--- src/sacl_pkg.sv ---
// sacl_pkg: shared constants for the set-associative LRU cache lookup.
// Default sizes, fixed field widths and outcome codes.
// No dependencies.
package sacl_pkg;

  localparam int NUM_WAYS_DEF   = 4;
  localparam int NUM_SETS_DEF   = 8;
  localparam int LINE_BYTES_DEF = 64;
  localparam int STAMP_BITS_DEF = 32;

  localparam int ADDR_W    = 32;
  localparam int CNT_W     = 32;
  localparam int OUTCOME_W = 2;

  localparam logic [OUTCOME_W-1:0] OUT_HIT   = 2'd0;
  localparam logic [OUTCOME_W-1:0] OUT_COLD  = 2'd1;
  localparam logic [OUTCOME_W-1:0] OUT_EVICT = 2'd2;

endpackage

--- src/sacl_ram.sv ---
// sacl_ram: generic single-write, single-read RAM with registered read data.
// Used for the per-way line stores. No dependencies.
module sacl_ram #(
  parameter int WIDTH = 8,
  parameter int DEPTH = 8,
  localparam int AW   = (DEPTH > 1) ? $clog2(DEPTH) : 1
) (
  input  logic             clk,
  input  logic             we,
  input  logic [AW-1:0]    waddr,
  input  logic [WIDTH-1:0] wdata,
  input  logic [AW-1:0]    raddr,
  output logic [WIDTH-1:0] rdata
);

  logic [WIDTH-1:0] mem_r [DEPTH];
  logic [WIDTH-1:0] rdata_r;

  always_ff @(posedge clk) begin
    if (we) begin
      mem_r[waddr] <= wdata;
    end
    rdata_r <= mem_r[raddr];
  end

  assign rdata = rdata_r;

endmodule

--- src/sacl_front.sv ---
// sacl_front: accepts access words, splits the address into set and tag,
// and holds them in a two-entry queue for the back end. Uses sacl_pkg.
module sacl_front #(
  parameter int OFF_W = 6,
  parameter int IDX_W = 3,
  parameter int SET_W = 3,
  parameter int TAG_W = 23
) (
  input  logic                       clk,
  input  logic                       rst_n,
  input  logic                       start,
  input  logic                       hold,
  input  logic [sacl_pkg::ADDR_W-1:0] in_address,
  output logic                       busy,
  output logic                       q_valid,
  output logic [SET_W-1:0]           q_set,
  output logic [TAG_W-1:0]           q_tag,
  input  logic                       q_pop
);

  localparam logic [sacl_pkg::ADDR_W-1:0] SET_MASK =
    sacl_pkg::ADDR_W'((64'd1 << IDX_W) - 64'd1);

  logic [SET_W-1:0] q_set_r [2];
  logic [TAG_W-1:0] q_tag_r [2];
  logic             wp_r, wp_nxt;
  logic             rp_r, rp_nxt;
  logic [1:0]       cnt_r, cnt_nxt;
  logic             push;
  logic [sacl_pkg::ADDR_W-1:0] addr_shift;

  assign busy       = hold || (cnt_r == 2'd2);
  assign push       = start && !busy;
  assign addr_shift = in_address >> OFF_W;

  always_comb begin
    wp_nxt  = wp_r ^ push;
    rp_nxt  = rp_r ^ q_pop;
    cnt_nxt = cnt_r + {1'b0, push} - {1'b0, q_pop};
  end

  always_ff @(posedge clk) begin
    if (!rst_n) begin
      wp_r  <= 1'b0;
      rp_r  <= 1'b0;
      cnt_r <= 2'd0;
    end else begin
      wp_r  <= wp_nxt;
      rp_r  <= rp_nxt;
      cnt_r <= cnt_nxt;
    end
  end

  always_ff @(posedge clk) begin
    if (push) begin
      q_set_r[wp_r] <= SET_W'(addr_shift & SET_MASK);
      q_tag_r[wp_r] <= TAG_W'(in_address >> (OFF_W + IDX_W));
    end
  end

  assign q_valid = (cnt_r != 2'd0);
  assign q_set   = q_set_r[rp_r];
  assign q_tag   = q_tag_r[rp_r];

  a_cnt_bound: assert property (@(posedge clk) disable iff (!rst_n)
    cnt_r != 2'd3)
    else $error("queue count out of range");

  a_pop_nonempty: assert property (@(posedge clk) disable iff (!rst_n)
    q_pop |-> q_valid)
    else $error("pop from empty queue");

endmodule

--- src/sacl_back.sv ---
// sacl_back: line store, tag compare, LRU choice, stamp clock and counters.
// Clears the line store after reset. Uses sacl_pkg and sacl_ram.
module sacl_back #(
  parameter int NUM_WAYS   = 4,
  parameter int NUM_SETS   = 8,
  parameter int STAMP_BITS = 32,
  parameter int SET_W      = 3,
  parameter int TAG_W      = 23,
  localparam int WAY_W     = $clog2(NUM_WAYS),
  localparam int AW        = (NUM_SETS > 1) ? $clog2(NUM_SETS) : 1,
  localparam int EW        = 1 + TAG_W + STAMP_BITS
) (
  input  logic                          clk,
  input  logic                          rst_n,
  output logic                          clearing,
  input  logic                          q_valid,
  input  logic [SET_W-1:0]              q_set,
  input  logic [TAG_W-1:0]              q_tag,
  output logic                          q_pop,
  output logic                          out_valid,
  output logic [sacl_pkg::OUTCOME_W-1:0] out_outcome,
  output logic [WAY_W-1:0]              out_way_used,
  output logic [SET_W-1:0]              out_set_number,
  output logic [TAG_W-1:0]              out_access_tag,
  output logic [TAG_W-1:0]              out_evicted_tag,
  output logic [STAMP_BITS-1:0]         out_evicted_stamp,
  output logic [sacl_pkg::CNT_W-1:0]    out_hit_total,
  output logic [sacl_pkg::CNT_W-1:0]    out_cold_total,
  output logic [sacl_pkg::CNT_W-1:0]    out_evict_total
);

  localparam logic [1:0] S_CLEAR = 2'd0;
  localparam logic [1:0] S_IDLE  = 2'd1;
  localparam logic [1:0] S_EVAL  = 2'd2;

  localparam logic [sacl_pkg::CNT_W-1:0] CNT_MAX = '1;

  logic [1:0]            state_r, state_nxt;
  logic [AW-1:0]         clr_idx_r, clr_idx_nxt;
  logic [SET_W-1:0]      cur_set_r;
  logic [TAG_W-1:0]      cur_tag_r;
  logic [STAMP_BITS-1:0] clock_r, clock_nxt, stamp_now;
  logic [sacl_pkg::CNT_W-1:0] hit_cnt_r, hit_cnt_nxt;
  logic [sacl_pkg::CNT_W-1:0] cold_cnt_r, cold_cnt_nxt;
  logic [sacl_pkg::CNT_W-1:0] evict_cnt_r, evict_cnt_nxt;

  logic [EW-1:0]         rd_data [NUM_WAYS];
  logic [NUM_WAYS-1:0]   way_we;
  logic [AW-1:0]         wr_addr;
  logic [EW-1:0]         wr_data;
  logic [AW-1:0]         rd_addr;

  logic                  eval;
  logic                  hit_any, cold_any;
  logic [WAY_W-1:0]      hit_way, cold_way, victim_way, way_sel;
  logic [sacl_pkg::OUTCOME_W-1:0] outcome;
  logic [TAG_W-1:0]      victim_tag;
  logic [STAMP_BITS-1:0] victim_stamp;

  logic                  out_valid_r;
  logic [sacl_pkg::OUTCOME_W-1:0] out_outcome_r;
  logic [WAY_W-1:0]      out_way_r;
  logic [SET_W-1:0]      out_set_r;
  logic [TAG_W-1:0]      out_tag_r;
  logic [TAG_W-1:0]      out_ev_tag_r;
  logic [STAMP_BITS-1:0] out_ev_stamp_r;

  assign clearing  = (state_r == S_CLEAR);
  assign eval      = (state_r == S_EVAL);
  assign q_pop     = (state_r == S_IDLE) && q_valid;
  assign rd_addr   = AW'(q_set);
  assign stamp_now = clock_r + STAMP_BITS'(1);

  // way select: first hit, else first empty way, else oldest stamp
  always_comb begin
    logic [STAMP_BITS-1:0] oldest;
    hit_any    = 1'b0;
    cold_any   = 1'b0;
    hit_way    = '0;
    cold_way   = '0;
    victim_way = '0;
    oldest     = rd_data[0][STAMP_BITS-1:0];
    for (int w = NUM_WAYS - 1; w >= 0; w--) begin
      if (rd_data[w][EW-1] && (rd_data[w][EW-2 -: TAG_W] == cur_tag_r)) begin
        hit_any = 1'b1;
        hit_way = WAY_W'(w);
      end
      if (!rd_data[w][EW-1]) begin
        cold_any = 1'b1;
        cold_way = WAY_W'(w);
      end
    end
    for (int w = 1; w < NUM_WAYS; w++) begin
      if (rd_data[w][STAMP_BITS-1:0] < oldest) begin
        oldest     = rd_data[w][STAMP_BITS-1:0];
        victim_way = WAY_W'(w);
      end
    end
    victim_tag   = rd_data[victim_way][EW-2 -: TAG_W];
    victim_stamp = oldest;
    if (hit_any) begin
      outcome = sacl_pkg::OUT_HIT;
      way_sel = hit_way;
    end else if (cold_any) begin
      outcome = sacl_pkg::OUT_COLD;
      way_sel = cold_way;
    end else begin
      outcome = sacl_pkg::OUT_EVICT;
      way_sel = victim_way;
    end
  end

  always_comb begin
    way_we = '0;
    if (clearing) begin
      way_we  = '1;
      wr_addr = clr_idx_r;
      wr_data = '0;
    end else begin
      if (eval) begin
        way_we[way_sel] = 1'b1;
      end
      wr_addr = AW'(cur_set_r);
      wr_data = {1'b1, cur_tag_r, stamp_now};
    end
  end

  always_comb begin
    state_nxt     = state_r;
    clr_idx_nxt   = clr_idx_r;
    clock_nxt     = clock_r;
    hit_cnt_nxt   = hit_cnt_r;
    cold_cnt_nxt  = cold_cnt_r;
    evict_cnt_nxt = evict_cnt_r;
    case (state_r)
      S_CLEAR: begin
        clr_idx_nxt = clr_idx_r + AW'(1);
        if (clr_idx_r == AW'(NUM_SETS - 1)) begin
          state_nxt = S_IDLE;
        end
      end
      S_IDLE: begin
        if (q_valid) begin
          state_nxt = S_EVAL;
        end
      end
      S_EVAL: begin
        state_nxt = S_IDLE;
        clock_nxt = stamp_now;
        if (outcome == sacl_pkg::OUT_HIT) begin
          if (hit_cnt_r != CNT_MAX) hit_cnt_nxt = hit_cnt_r + sacl_pkg::CNT_W'(1);
        end else if (outcome == sacl_pkg::OUT_COLD) begin
          if (cold_cnt_r != CNT_MAX) cold_cnt_nxt = cold_cnt_r + sacl_pkg::CNT_W'(1);
        end else begin
          if (evict_cnt_r != CNT_MAX) evict_cnt_nxt = evict_cnt_r + sacl_pkg::CNT_W'(1);
        end
      end
      default: begin
        state_nxt = S_CLEAR;
      end
    endcase
  end

  always_ff @(posedge clk) begin
    if (!rst_n) begin
      state_r     <= S_CLEAR;
      clr_idx_r   <= '0;
      clock_r     <= '0;
      hit_cnt_r   <= '0;
      cold_cnt_r  <= '0;
      evict_cnt_r <= '0;
      out_valid_r <= 1'b0;
    end else begin
      state_r     <= state_nxt;
      clr_idx_r   <= clr_idx_nxt;
      clock_r     <= clock_nxt;
      hit_cnt_r   <= hit_cnt_nxt;
      cold_cnt_r  <= cold_cnt_nxt;
      evict_cnt_r <= evict_cnt_nxt;
      out_valid_r <= eval;
    end
  end

  always_ff @(posedge clk) begin
    if (q_pop) begin
      cur_set_r <= q_set;
      cur_tag_r <= q_tag;
    end
    if (eval) begin
      out_outcome_r <= outcome;
      out_way_r     <= way_sel;
      out_set_r     <= cur_set_r;
      out_tag_r     <= cur_tag_r;
      out_ev_tag_r   <= (outcome == sacl_pkg::OUT_EVICT) ? victim_tag : '0;
      out_ev_stamp_r <= (outcome == sacl_pkg::OUT_EVICT) ? victim_stamp : '0;
    end
  end

  for (genvar g = 0; g < NUM_WAYS; g++) begin : g_way
    sacl_ram #(
      .WIDTH (EW),
      .DEPTH (NUM_SETS)
    ) u_ram (
      .clk   (clk),
      .we    (way_we[g]),
      .waddr (wr_addr),
      .wdata (wr_data),
      .raddr (rd_addr),
      .rdata (rd_data[g])
    );
  end

  assign out_valid         = out_valid_r;
  assign out_outcome       = out_outcome_r;
  assign out_way_used      = out_way_r;
  assign out_set_number    = out_set_r;
  assign out_access_tag    = out_tag_r;
  assign out_evicted_tag   = out_ev_tag_r;
  assign out_evicted_stamp = out_ev_stamp_r;
  assign out_hit_total     = hit_cnt_r;
  assign out_cold_total    = cold_cnt_r;
  assign out_evict_total   = evict_cnt_r;

  a_no_word_in_clear: assert property (@(posedge clk) disable iff (!rst_n)
    clearing |-> !out_valid_r && !q_pop)
    else $error("activity during clearing pass");

  a_strobe_single: assert property (@(posedge clk) disable iff (!rst_n)
    out_valid_r |=> !out_valid_r)
    else $error("result strobe held for two cycles");

  a_evict_zero: assert property (@(posedge clk) disable iff (!rst_n)
    out_valid_r && (out_outcome_r != sacl_pkg::OUT_EVICT) |->
      (out_ev_tag_r == '0) && (out_ev_stamp_r == '0))
    else $error("evicted fields set without eviction");

  a_hit_mono: assert property (@(posedge clk) disable iff (!rst_n)
    !clearing |=> hit_cnt_r >= $past(hit_cnt_r))
    else $error("hit counter went backwards");

endmodule

--- src/set_assoc_cache_lru_lookup.sv ---
// set_assoc_cache_lru_lookup: top level of the 4-way true-LRU cache lookup.
// Instantiates sacl_front and sacl_back; constants from sacl_pkg.
//
//   channel  | ports                          | handshake
//   ---------+--------------------------------+------------------------------
//   access   | in_address                     | taken when start && !busy
//   result   | out_outcome .. out_evict_total | out_valid, one cycle, no stall
//
// In the back end each access has its set read from the per-way RAMs in S_IDLE,
// as it is popped from the queue, then S_EVAL compares, picks the way, writes back
// and registers the result word. A new access is popped only back in S_IDLE, after
// the last one has been evaluated.
// A two-entry queue sits between front and back; busy is high when it is full.
// After reset a clearing pass writes every set, with busy high.
module set_assoc_cache_lru_lookup #(
  parameter int NUM_WAYS   = sacl_pkg::NUM_WAYS_DEF,
  parameter int NUM_SETS   = sacl_pkg::NUM_SETS_DEF,
  parameter int LINE_BYTES = sacl_pkg::LINE_BYTES_DEF,
  parameter int STAMP_BITS = sacl_pkg::STAMP_BITS_DEF,
  localparam int OFF_W     = $clog2(LINE_BYTES + 1) - 1,
  localparam int IDX_W     = $clog2(NUM_SETS + 1) - 1,
  localparam int SET_W     = (IDX_W > 0) ? IDX_W : 1,
  localparam int TAG_W     = sacl_pkg::ADDR_W - OFF_W - IDX_W,
  localparam int WAY_W     = $clog2(NUM_WAYS)
) (
  input  logic                          clk,
  input  logic                          rst_n,
  input  logic                          start,
  output logic                          busy,
  input  logic [sacl_pkg::ADDR_W-1:0]   in_address,
  output logic                          out_valid,
  output logic [sacl_pkg::OUTCOME_W-1:0] out_outcome,
  output logic [WAY_W-1:0]              out_way_used,
  output logic [SET_W-1:0]              out_set_number,
  output logic [TAG_W-1:0]              out_access_tag,
  output logic [TAG_W-1:0]              out_evicted_tag,
  output logic [STAMP_BITS-1:0]         out_evicted_stamp,
  output logic [sacl_pkg::CNT_W-1:0]    out_hit_total,
  output logic [sacl_pkg::CNT_W-1:0]    out_cold_total,
  output logic [sacl_pkg::CNT_W-1:0]    out_evict_total
);

  logic             clearing;
  logic             q_valid;
  logic             q_pop;
  logic [SET_W-1:0] q_set;
  logic [TAG_W-1:0] q_tag;

  sacl_front #(
    .OFF_W (OFF_W),
    .IDX_W (IDX_W),
    .SET_W (SET_W),
    .TAG_W (TAG_W)
  ) u_front (
    .clk        (clk),
    .rst_n      (rst_n),
    .start      (start),
    .hold       (clearing),
    .in_address (in_address),
    .busy       (busy),
    .q_valid    (q_valid),
    .q_set      (q_set),
    .q_tag      (q_tag),
    .q_pop      (q_pop)
  );

  sacl_back #(
    .NUM_WAYS   (NUM_WAYS),
    .NUM_SETS   (NUM_SETS),
    .STAMP_BITS (STAMP_BITS),
    .SET_W      (SET_W),
    .TAG_W      (TAG_W)
  ) u_back (
    .clk               (clk),
    .rst_n             (rst_n),
    .clearing          (clearing),
    .q_valid           (q_valid),
    .q_set             (q_set),
    .q_tag             (q_tag),
    .q_pop             (q_pop),
    .out_valid         (out_valid),
    .out_outcome       (out_outcome),
    .out_way_used      (out_way_used),
    .out_set_number    (out_set_number),
    .out_access_tag    (out_access_tag),
    .out_evicted_tag   (out_evicted_tag),
    .out_evicted_stamp (out_evicted_stamp),
    .out_hit_total     (out_hit_total),
    .out_cold_total    (out_cold_total),
    .out_evict_total   (out_evict_total)
  );

endmodule

--- config.mk ---
export PLATFORM = sky130hd
export DESIGN_NAME = set_assoc_cache_lru_lookup
export DESIGN_NICKNAME = d
export VERILOG_FILES = /design/src/sacl_pkg.sv /design/src/sacl_ram.sv /design/src/sacl_front.sv /design/src/sacl_back.sv /design/src/set_assoc_cache_lru_lookup.sv
export SDC_FILE = /design/constraint.sdc
export NUM_CORES = 2
export LEC_CHECK = 0
export ABC_AREA = 1
export BUFFER_PORTS_ARGS = -buffer_cell sky130_fd_sc_hd__buf_2
export CAP_MARGIN = 25
export CORE_MARGIN = 8
export CORE_UTILIZATION = 62
export CTS_CLUSTER_SIZE = 28
export DETAILED_ROUTE_END_ITERATION = 7
export GPL_ROUTABILITY_DRIVEN = 0
export HOLD_SLACK_MARGIN = 0.06
export PLACE_DENSITY_LB_ADDON = 0.25
export SLEW_MARGIN = 15
export SYNTH_ARGS = -nofsm -noshare
export SYNTH_HDL_FRONTEND = slang
export SYNTH_SLANG_ARGS = --single-unit
--- constraint.sdc ---
create_clock -name clk -period 10.2 [get_ports clk]
set_input_delay 0.51 -clock clk [delete_from_list [all_inputs] [get_ports clk]]
set_output_delay 0.51 -clock clk [all_outputs]
set_load 0.02 [all_outputs]
Yosys cells after proc, flatten, opt, wreduce, memory -nomap -nowiden
Memory sizes are Yosys's and may differ from the RTL's. A register that Yosys moved wholly into a read port is not among the register bits.
Cells that the tools add are included.
{ "totals": {"out_inout_bits": 183, "register_bits": 226, "mem_count": 6, "input_bits": 35, "word_cells": 121, "mem_bits_rw": 1844} }
{ "classes": {"eq_ne": 15, "muxes": 49, "order_cmp": 6, "n_addsub": 7, "n_reduce_logical": 16, "bitwise_logic": 5} }
{ "mem_list": {"columns": ["name", "depth", "word_bits", "rd", "rd_ports_with_merged_regs", "wr", "line_no", "source"], "rows": [
  ["u_back.g_way[0].u_ram.mem_r", 8, 56, 1, 1, 1, "sacl_ram.sv:16", "logic [WIDTH-1:0] mem_r [DEPTH];"],
  ["u_back.g_way[1].u_ram.mem_r", 8, 56, 1, 1, 1, "sacl_ram.sv:16", null],
  ["u_back.g_way[2].u_ram.mem_r", 8, 56, 1, 1, 1, "sacl_ram.sv:16", null],
  ["u_back.g_way[3].u_ram.mem_r", 8, 56, 1, 1, 1, "sacl_ram.sv:16", null],
  ["u_front.q_tag_r", 2, 23, 1, 1, 1, "sacl_front.sv:25", "logic [TAG_W-1:0] q_tag_r [2];"],
  ["u_front.q_set_r", 2, 3, 1, 1, 1, "sacl_front.sv:24", "logic [SET_W-1:0] q_set_r [2];"]
]} }
{ "op_table": {"columns": ["operator", "count"], "rows": [
  ["32-bit by 1-bit adder with 32-bit output, second input constant", 4],
  ["56-bit binary-select mux with 2-bit select", 1],
  ["55-bit two-way mux", 2],
  ["32-bit less-than comparator", 3],
  ["32-bit two-way mux", 3],
  ["32-bit != test, second input constant", 3],
  ["23-bit equality test", 4],
  ["56-bit two-way mux", 1],
  ["2-bit two-way mux", 16],
  ["1-bit two-way mux", 21],
  ["4-bit two-way mux", 2],
  ["4-bit AND reduction", 2],
  ["1-bit logical AND", 7],
  ["2-bit equality test, second input constant", 3],
  ["2-bit case mux with 3 select lines", 1],
  ["2-bit by 1-bit equality test with 1-bit output, second input constant", 2],
  ["2-bit logical NOT", 2],
  ["2-bit by 1-bit != test with 1-bit output, second input constant", 2],
  ["3-bit by 1-bit adder with 3-bit output, second input constant", 1],
  ["3-bit equality test, second input constant", 1],
  ["3-bit greater-or-equal comparator, second input constant", 1],
  ["2-bit by 3-bit less-than comparator with 1-bit output, second input constant", 1],
  ["3-bit two-way mux", 1],
  ["2-bit NOT with 3-bit output", 1],
  ["11 further kinds", 13]
]} }

Logic depth before layout (Yosys ltp)
{ "logic_depth": {"ltp_word": 16, "mapped_depth": 49, "mapped_depth_nobuf": 48} }

Modules after synthesis
Synthesis repeated with hierarchy kept, for this count alone.
{ "hier_totals": {"cells_unflattened": 10542, "hier_area_um2": 101852.7} }
{ "by_module_without_submodules": {"columns": ["mod", "area_each_um2", "cells_each", "instances", "seq_area_each_um2"], "rows": [
  ["sacl_ram", 20699.9, 2010, 4, 14574.0],
  ["sacl_back", 16822.4, 2389, 1, 6015.8],
  ["sacl_front", 2230.9, 113, 1, 1661.6]
]} }

Worst setup path after synthesis
Ideal clock, no wire load.
{ "synth_path": {"kind": "reg-to-reg", "from": "register u_back.g_way[0].u_ram.rdata_r[31], read port of u_back.g_way[0].u_ram.mem_r", "to": "memory u_back.g_way[0].u_ram.mem_r[0][0] (netlist name) (enable)", "setup_ps": 488, "arrival_ps": 7773, "path_slack_ps": 1938, "path_stages_with_launch": 36, "n_path_buf": 3, "t_required_ps": 9712, "synth_period_minus_slack_ps": 8262, "cell_sequence": "dfxtp_1 > inv_1 > ha_1 > nand2_1 > nor2_1 > nor3b_2 > nor3b_2 > nand2_2 > nand2_2 > clkbuf_1 > o21ai_0 > ha_1 > nand2_1 > inv_1 > nand3_1 > nor3_1 > nor4b_1 > nand2_1 > nand2_4 > clkbuf_1 > clkbuf_1 > o21ai_0 > ha_1 > nand2_1 > inv_1 > nand3_1 > nor3_1 > nor4b_1 > nand2_1 > nand2_2 > nand2_2 > nand2_1 > nand3_2 > nand2_1 > nand3_2 > a21oi_1"} }
{ "synth_via": {"elab_chain_len": 16, "elab_cells_between_ends": 19, "classes_between": "order compare (5); mux (13); reduce/logical (1)"} }
{ "synth_lines": {"columns": ["element", "line_no", "source"], "rows": [
  ["start, declared", "sacl_ram.sv:17", "logic [WIDTH-1:0] rdata_r;"],
  ["32-bit less-than comparator", "sacl_back.sv:94", "if (rd_data[w][STAMP_BITS-1:0] < oldest) begin"],
  ["32-bit two-way mux", "sacl_back.sv:94", null],
  ["32-bit less-than comparator", "sacl_back.sv:94", null],
  ["32-bit two-way mux", "sacl_back.sv:94", null],
  ["32-bit less-than comparator", "sacl_back.sv:94", null],
  ["2-bit two-way mux (*)", "sacl_back.sv:94", null],
  ["2-bit two-way mux (*)", "sacl_back.sv:104", "end else if (cold_any) begin"],
  ["2-bit two-way mux (*)", "sacl_back.sv:101", "if (hit_any) begin"],
  ["2-bit by 3-bit less-than comparator with 1-bit output (implied by the code) or 2-bit by 1-bit greater-or-equal comparator with 1-bit output (tied branches)", "sacl_back.sv:121", "way_we[way_sel] = 1'b1;"],
  ["1-bit logical AND (implied by the code)", "sacl_back.sv:121", null],
  ["1-bit two-way mux (implied by the code)", "sacl_back.sv:121", null],
  ["1-bit demux with 2-bit select (*)", null, null],
  ["4-bit two-way mux (*)", "sacl_back.sv:120", "if (eval) begin"],
  ["4-bit two-way mux (*)", "sacl_back.sv:115", "if (clearing) begin"],
  ["1-bit two-way mux (*)", "sacl_ram.sv:20", "if (we) begin"],
  ["1-bit two-way mux (implied by the code) (*)", "sacl_ram.sv:21", "mem_r[waddr] <= wdata;"],
  ["end, declared", "sacl_ram.sv:16", null]
]} }
Every way passes the cells marked *; elsewhere a longest branch is shown, timed or not.

Worst setup path in the final report
{ "layout_path": {"from": "register u_back.g_way[0].u_ram.rdata_r[31], read port of u_back.g_way[0].u_ram.mem_r", "to": "memory u_back.g_way[0].u_ram.mem_r[0][46] (netlist name) (enable)"} }
Same word-level chain as after synthesis.

==> key figures <==
Final layout
  • Fraction of layout cells with a size suffix above 1: 0.105
  • Most common cell after layout, fill and taps aside: edfxtp_1
  • Nets: 8041
  • Most frequent cells in the layout: edfxtp_1, nor2_1, o21ai_0, nand2_1, dfxtp_1
  • Layout area overhead: 12.5%
  • Fillers: ~10000
  • Finished Layout Cells: 10000
  • Multi-input gate area: between 20000 and 25000 um2
  • Register area: approximately 66000 um2

Route
  • 1st-pass router iterations: 8
  • Total Wirelength: 243 mm
  • 1st-iter DRT viols: 7918
  • Via count: about 62000
  • Drt via density: 6.22
  • Max layer used: met4
  • Met3 wire length: 27.0 mm
  • Post-route antenna net violation count: 0
  • WL/cell: 24.3 um
  • M1 wire length: 92.9 mm
  • Post-route DRC: 12
  • Routed wl met2: 112 mm

Global routing
  • Largest net degree at the start of global routing: 263
  • GRT Util Overall: 0.296
  • Vias in the first global route: 59200
  • Initial antenna violation count: 6
  • First-pass GRT wire length: between 300 and 400 mm
  • Gr ovfl total: 0

Critical path
  • FF-to-FF setup slack: ~1200 ps
  • Critical Path AT: 9510 ps
  • Critical path's slowest cell: nor3_1
  • Worst Path Max Fanout: about 40
  • CP Launch Type: flip-flop
  • Crit path depth: 34
  • CP delay by family, top: simple AND/OR/NAND/NOR gates
  • Most used cell, CP: nand2_1
  • R2R Path End: u_back.g_way[0].u_ram.mem_r[0][46]
  • Crit end category: flip-flop
  • Max stage delay on crit path: roughly 900 ps
  • Buf/Inv on CP: 6
  • Data required time at the worst endpoint: 10720 ps
  • Reg-to-Reg Start: u_back.g_way[0].u_ram.rdata[31]
  • Crit Path Category: flip-flop to flip-flop
  • R2R depth: 34

Timing
  • TNS Setup: 0 ps
  • Max_slew headroom: 0.177
  • Max Clk Rate: 0.111 GHz
  • Final min period: around 9000 ps
  • Final Hold Viols: 0
  • Setup WS post-layout: 1220 ps
  • Max Clock Skew: 25.8 ps
  • Final setup fails: 0
  • Tcrit/Tclk final: 0.881
  • Unrepaired setup endpoints after global routing: no
  • Slew Viols, Final: 0
  • Worst Max-Slew Pin Slew: 1230 ps

Synth
  • Primary FF master, synth: edfxtp_1
  • Netlist cell types: 60
  • Top cells by area, synth: edfxtp_1, dfxtp_1, nor2_1, o21ai_0, nand2_1
  • Mapped Area: 91300 um2
  • Dominant cell type by area after synthesis: edfxtp_1
  • Top cell type's share of synthesized area: 0.643
  • EDFF count, synth: 1955
  • Ys async rst share: 0
  • Sequential share of the synthesized area: 0.723
  • Synthesized Nets: 7837
  • Synth warn: 0
  • Synthesized instance count: 7700
  • Mean post-synth cell area: roughly 12 um2
  • Post-synthesis register bit count: 2318

Outcome
  • Failing checks: DRC
  • Outcome: finished, violations left

CTS
  • CTS resizes: 0
  • CTS tree: done
  • Clk slew on worst S/H paths: 70 ps
  • Clock latency on the worst-skew pair: 840 ps
  • CTS HTree Levels: 4
  • Buffer count from post-CTS setup fixing: 0
  • Root Buffer Master: clkbuf_16
  • Clk sinks: around 2300
  • Clock buffer depth: 3
  • Inserted Clock Buffers: 219

Floorplan
  • Starting Density: 0.621
  • Rows: 141
  • Core Region: 147000 um2
  • Boundary Pins: 218
  • DIE AREA: 160000 um2
  • Die Y: 400 um
  • Die width: 400 um

Flow run
  • Max cap viols: 0

Power and ir drop
  • VDD IR max: 170 uV
  • Pwr per Cell Area: 189 nW/um2
  • P_leak: 36.8 nW

Place
  • Number of I/O port buffers: 211
  • Worst slack at placement: 1520 ps
  • DPL Wire Length: 141 mm
  • Placed cells: between 9000 and 10000

Worst hold path
  • WHS Path Cells: 3
  • WHS Endpoint: u_back.clock_r[24]
  • Hold Crit Class: input port to flip-flop
  • HP Start: rst_n
routing by layer:
layer / vias up / GRT usage
li1: 28000 / -
met1: 30100 / 0.404
met2: 3641 / 0.467
met3: 644 / 0.0599
met4: 0 / 0.127
met5: - / 0
per-stage QoR:
stage / hold slack [ps] / power [mW] / area (um2) / utilization
floorplan: 421 / 11.3 / 91300 / -
CTS: 75.8 / 19.5 / 103000 / 0.699
global route: 116 / 20.0 / 103000 / 0.699
global placement: 428 / 11.7 / 95300 / 0.649
detailed placement: 429 / 11.7 / 95400 / 0.649
finish: 143 / 19.5 / 103000 / 0.699
state kept, by name (all words and copies together) (netlist names), 6 cells and up, named ones only:
| signal | count |
|---|---|
| u_back.cur_tag_r | 23 |
| u_back.clock_r | 32 |
| u_back.g_way.u_ram.mem_r | 1792 |
| u_back.out_hit_total | 32 |
| u_back.out_access_tag | 23 |
| u_back.out_evict_total | 32 |
| u_front.q_tag_r | 46 |
| u_back.out_evicted_stamp | 32 |
| u_back.out_cold_total | 32 |
| u_back.out_evicted_tag | 23 |
| u_front.q_set_r | 6 |
| u_back.g_way.u_ram.rdata | 224 |
area by class of cell:
class	count	area share
Sequential cell	2318	0.642
Multi-Input combinational cell	4618	0.223
Clock buffer	302	0.0595
Timing Repair Buffer	406	0.0303
Tap cell	1930	0.0235
Inverter	341	0.0126
Clock inverter	107	0.00879
Antenna cell	1	0.0000244
worst max path at each step:
stage,start,endpoint,slack [ps]
global route,u_back.g_way[0].u_ram.rdata[29],u_back.g_way[0].u_ram.mem_r[5][8],760
floorplan,u_back.g_way[0].u_ram.rdata[31],u_back.g_way[0].u_ram.mem_r[0][0],1940
finish,u_back.g_way[0].u_ram.rdata[31],u_back.g_way[0].u_ram.mem_r[0][46],1220
detailed placement,u_back.g_way[0].u_ram.rdata[31],u_back.g_way[0].u_ram.mem_r[5][8],1520
global placement,u_back.g_way[0].u_ram.rdata[31],u_back.g_way[3].u_ram.mem_r[6][10],1750
CTS,u_back.g_way[0].u_ram.rdata[29],u_back.g_way[0].u_ram.mem_r[5][8],1440
synthesized netlist by cell type (3+ instances only):
cell,instances
nand3_1,60
nand2_1,467
o21a_1,13
nor4_1,28
nor3_2,8
edfxtp_1,1955
clkbuf_1,368
clkinv_1,5
a21oi_1,255
ha_1,102
or2_2,7
inv_1,302
xor2_1,39
nand4_1,58
o211ai_1,25
xnor2_1,12
buf_2,17
buf_1,33
o2111ai_1,6
nor2_2,6
o21ai_0,1075
and3_1,4
a2111oi_0,6
nor3b_2,3
nand3b_1,4
inv_2,34
nor4b_1,4
nand3_2,6
nor3b_1,8
nor2_1,1791
a21o_1,3
buf_4,3
nor3_1,60
nand2_2,9
o21ai_1,57
a221oi_1,3
o22ai_1,233
a211oi_1,6
or2_1,10
a31oi_1,228
dfxtp_1,363
worst min-delay path, cell delays in order:
cell	delay, ps
buf_4	220
o21ai_0	120
a21oi_1	50
kinds of logic after synthesis:
| family | count (synthesis) | share of synthesized area |
|---|---|---|
| adders and majority gates | 102 | 0.0140 |
| xor gates and xnor gates | 51 | 0.00489 |
| buffers and inverters | 764 | 0.0319 |
| DFF | 2318 | 0.723 |
| and+or+nand+nor | 2545 | 0.113 |
| AOI/OAI and AO/OA | 1920 | 0.114 |
where the power goes:
group	switching, mW	total [mW]	internal (mW)
clock network	3.44	7.94	4.50
logic	0.601	0.791	0.190
registers	0.104	10.7	10.6
total	4.14	19.5	15.3
repair_timing:
action | in CTS | in global routing
setup endpoints to repair | 0 | 0
hold buffers | 26 | 0
hold endpoints to repair | 52 | 0
Power figures use the tool's default switching activity.
